`src/design/morton_range_split_search_assert.svh`:
```
// ----------------------------------------------------------------------------
// Morton range split search assertion macros
// Concurrent check wrappers, empty when synthesising.
// ----------------------------------------------------------------------------
`ifndef MORTON_RANGE_SPLIT_SEARCH_ASSERT_SVH
`define MORTON_RANGE_SPLIT_SEARCH_ASSERT_SVH
`ifndef SYNTHESIS
`define MSRS_ASSERT_SAME(label, clk, rst_n, cond, prop, msg) \
    label: assert property (@(posedge clk) disable iff (!rst_n) (cond) |-> (prop)) \
        else $error(msg);
`define MSRS_ASSERT_NEXT(label, clk, rst_n, cond, prop, msg) \
    label: assert property (@(posedge clk) disable iff (!rst_n) (cond) |=> (prop)) \
        else $error(msg);
`else
`define MSRS_ASSERT_SAME(label, clk, rst_n, cond, prop, msg)
`define MSRS_ASSERT_NEXT(label, clk, rst_n, cond, prop, msg)
`endif
`endif

```
`src/design/msrs_pkg.sv`:
```
// ----------------------------------------------------------------------------
// Morton range split search package
// Request and response types, operation codes and shared flag struct.
// ----------------------------------------------------------------------------
package msrs_pkg;

    localparam int INDEX_W = 10;
    localparam int FIELD_CODE_W = 32;

    localparam logic OP_LOAD  = 1'b0;
    localparam logic OP_SPLIT = 1'b1;

    typedef struct packed {
        logic                    op;
        logic [INDEX_W-1:0]      entry_index;
        logic [FIELD_CODE_W-1:0] entry_code;
        logic [INDEX_W-1:0]      first_index;
        logic [INDEX_W-1:0]      last_index;
    } t_req;

    typedef struct packed {
        logic [INDEX_W-1:0] split_index;
        logic               ends_equal;
    } t_rsp;

    typedef struct packed {
        logic ends_eq;
        logic prefix_match;
    } t_prefix_flags;

endpackage

```
`src/design/msrs_prefix.sv`:
```
// ----------------------------------------------------------------------------
// Shared prefix compare unit
// Compares two codes: equality, a mask from the highest differing bit down and masked prefix match.
// ----------------------------------------------------------------------------
module msrs_prefix #(
    parameter int CODE_WIDTH = 32
) (
    input  logic [CODE_WIDTH-1:0]  i_a,
    input  logic [CODE_WIDTH-1:0]  i_b,
    input  logic [CODE_WIDTH-1:0]  i_mask,
    output logic [CODE_WIDTH-1:0]  o_mask,
    output msrs_pkg::t_prefix_flags o_flags
);

    logic [CODE_WIDTH-1:0] diff;
    logic [CODE_WIDTH-1:0] smear;

    assign diff = i_a ^ i_b;

    // spread the highest differing bit down to bit zero
    always_comb begin
        smear = diff;
        for (int s = 1; s < CODE_WIDTH; s = s * 2) begin
            smear = smear | (smear >> s);
        end
    end

    // match when no bit at or above the highest differing end bit differs
    assign o_mask               = smear;
    assign o_flags.ends_eq      = (diff == '0);
    assign o_flags.prefix_match = ((diff & ~(i_mask >> 1)) == '0);

endmodule
```
`config.mk`:
```
export PLATFORM = sky130hd
export DESIGN_NAME = msrs_prefix
export DESIGN_NICKNAME = d
export VERILOG_FILES = /design/src/design/morton_range_split_search_assert.svh /design/src/design/msrs_pkg.sv /design/src/design/msrs_prefix.sv
export SDC_FILE = /design/constraint.sdc
export NUM_CORES = 1
export LEC_CHECK = 0
export ABC_AREA = 0
export BUFFER_PORTS_ARGS = -buffer_cell sky130_fd_sc_hd__buf_2
export CAP_MARGIN = 15
export CORE_ASPECT_RATIO = 1.25
export CORE_MARGIN = 4
export CORE_UTILIZATION = 29
export DETAILED_ROUTE_END_ITERATION = 16
export PLACE_DENSITY = 0.82
export SYNTH_ARGS = -nofsm -noshare
export SYNTH_HDL_FRONTEND = slang
export SYNTH_SLANG_ARGS = --single-unit
```
`constraint.sdc`:
```
create_clock -name vclk -period 2.45
set_input_delay 0.49 -clock vclk [all_inputs]
set_output_delay 0.49 -clock vclk [all_outputs]
set_load 0.02 [all_outputs]
```
==> flow_summary.json <==
{
  "status": "finished, violations left",
  "violations": "negative setup slack",
  "p_clk_frac": 0,
  "ir_drop_mv": 0.09910,
  "rows": 20,
  "coreArea_um2": 2452,
  "setup_viol": 2,
  "syn_to_final_growth_pct": 137.7,
  "area.sequential_um2": 0,
  "ys_warn_count": 0,
  "synthXorXnorAreaFrac": 0.4305,
  "fmax_mhz": 402.7,
  "path_class": "input port to output pin",
  "fp.dieH_um": 65.08,
  "p_sw_mw": 0.1460,
  "syn_nets": 203,
  "first_pass_iters": 4,
  "grt_pass1_vias": 1415,
  "postCtsHoldBufs": 0,
  "seq_cells": 0,
  "yosys.area_share.adder": 0,
  "ys_types": 22,
  "dp_hpwl_mm": 3.665,
  "p_seq_frac": 0,
  "synthCells": 107,
  "ys_seq_area_frac": 0,
  "critPathSlowestCell": "or4_4",
  "tightest_slew_ns": 0.3395,
  "post-route-drc-count": 0,
  "drive_gt1_frac": 0.6844,
  "n_clock_buffer": 0,
  "cp_common_cell": "buf_6",
  "antenna_found_initial": 0,
  "slowest_delay_ns": 0.56,
  "diodes": 0,
  "power_density_nw_per_um2": 182.9,
  "totalWireLength_mm": 4.664,
  "multi_input_area_um2": 832.0,
  "switching_share": 0.4442,
  "worstPathMaxFanout": 2,
  "yosys.area_share.simple": 0.3990,
  "hold_class": "input port to output pin",
  "finalSetupTns_ns": -0.03369,
  "drt-vias-per-instance": 5.037,
  "hold_viol_final": 0,
  "synth_top_family_by_area": "XOR/XNOR gates",
  "gp_congestion": 0.8178,
  "synth_compound_area_frac": 0.1358,
  "finalNetCount": 361,
  "ant_nets": 0,
  "drt_iter0_drc": 37,
  "portBuffers": 129,
  "p_leak_nw": 0.8620,
  "combPwrFrac": 1.000,
  "stdcell_count": 296,
  "grt_max_degree": 8,
  "whs_ns": 1.386,
  "timing.final.ws_setup_ns": -0.03337,
  "ios": 130,
  "dp.cells": 295,
  "die_w_um": 53.66,
  "muxShareOfSynthArea": 0,
  "start_util": 0.3082,
  "die-area_um2": 3492,
  "max-cap-violations": 0,
  "fillers": 217,
  "overflow": 0,
  "syn_area_um2": 755.7,
  "track_usage": 0.2090,
  "grt_pass1_wl_mm": 5.678,
  "fin_crit_ns": 2.483,
  "synth_area_leaders": "xnor2_1 (29%), xnor2_2 (13%), o22ai_1 (9.9%)",
  "rsz0062_at_grt": "yes",
  "finalCritPeriodShare": 1.014,
  "crit_required_ns": 1.96,
  "avgRoutedWirePerCell_um": 15.76,
  "final_max_slew_viol_count": 0,
  "end_kind": "output pin",
  "yosys.area.top_type": "xnor2_1",
  "p_int_mw": 0.1826,
  "yosys.area.top_type_share": 0.2897,
  "avgSynthCellArea_um2": 7.063,
  "start_kind": "input port",
  "crit_arrival_ns": 1.99,
  "vias": 1491,
  "crit_path_cell_trace": "buf_6 > xnor2_2 > o21ai_1 > or4_4 > nor4_4 > and3_1 > buf_6",
  "relSlewSlack": 0.7737
}
-- synth_stat cells (all sizes together) (2+ instances only) --
cell type / number
nor2: 3
o21ai: 2
o22ai: 12
and3: 9
and2: 2
nand2b: 2
xnor2: 31
nand3: 13
nand2: 9
nor4: 3
and4: 4
inv: 7
nand4: 5
-- area by class of cell --
cell class,instances,area share
repair buffers,156,0.4979
multi-input cells,100,0.4631
well taps,33,0.02298
inverters,7,0.01602
-- layout by cell type, fill, tap and decap left out, drive strengths merged --
cell type | synthesis | final
nand3 | 13 | 13
inv | 7 | 7
o21ai | 2 | 2
o22ai | 12 | 12
buf | 0 | 156
and3 | 9 | 9
and2 | 2 | 2
and4bb | 1 | 1
nor2 | 3 | 3
nand2 | 9 | 9
o221ai | 1 | 1
nor4 | 3 | 3
nand2b | 2 | 2
xnor2 | 31 | 31
and4 | 4 | 4
o22a | 1 | 1
nand4 | 5 | 5
or4 | 1 | 1
xor2 | 1 | 1
-- final timing paths --
kind,start,to,slack [ns],cells after the start
worst max-delay path,i_a[21],o_flags[0],-0.03,7
worst min-delay path,i_a[0],o_mask[0],1.39,4
-- metal layers --
layer / routed length [um] / vias up / GRT usage
li1: - / 712 / -
met1: 1478 / 658 / 0.2152
met2: 2411 / 105 / 0.3985
met3: 601 / 16 / 0.05287
met4: 172 / 0 / 0.04792
met5: 0 / - / 0
-- power groups by stage --
stage                     Combinational [mW]  Sequential (mW)  Clock [mW]
after floorplan                        0.120                0           0
after detailed placement               0.286                0           0
after global placement                 0.284                0           0
after CTS                              0.296                0           0
after global routing                   0.352                0           0
final                                  0.329                0           0
-- cells by family after synthesis --
kind of cell              count (synthesis)
and+or+nand+nor                          52
buffers and inverters                     7
xor gates and xnor gates                 32
AOI/OAI and AO/OA                        16
-- repair_timing --
item                       CTS  global route
setup endpoints to repair    7            16
resized for setup            8            18
buffers inserted             0             1
pin swaps                    3             9
-- critical path, delay by kind of cell --
family / cells / cell delay, ns
simple gates: 3 / 0.92
xor+xnor: 1 / 0.23
buf+inv: 2 / 0.22
compound gates: 1 / 0.12
-- stage by stage --
stage	util	cell area, um^2	setup WS (ns)	power, mW
5_1_grt	0.7327	1797	-0.07806	0.3522
3_3_place_gp	0.6679	1638	-0.1850	0.2837
2_1_floorplan	-	755.7	0.1571	0.1199
3_5_place_dp	0.6679	1638	-0.2441	0.2864
4_1_cts	0.6847	1679	-0.009247	0.2965
6_report	0.7327	1797	-0.03337	0.3286
No activity file was read; power rests on OpenSTA's default activity.
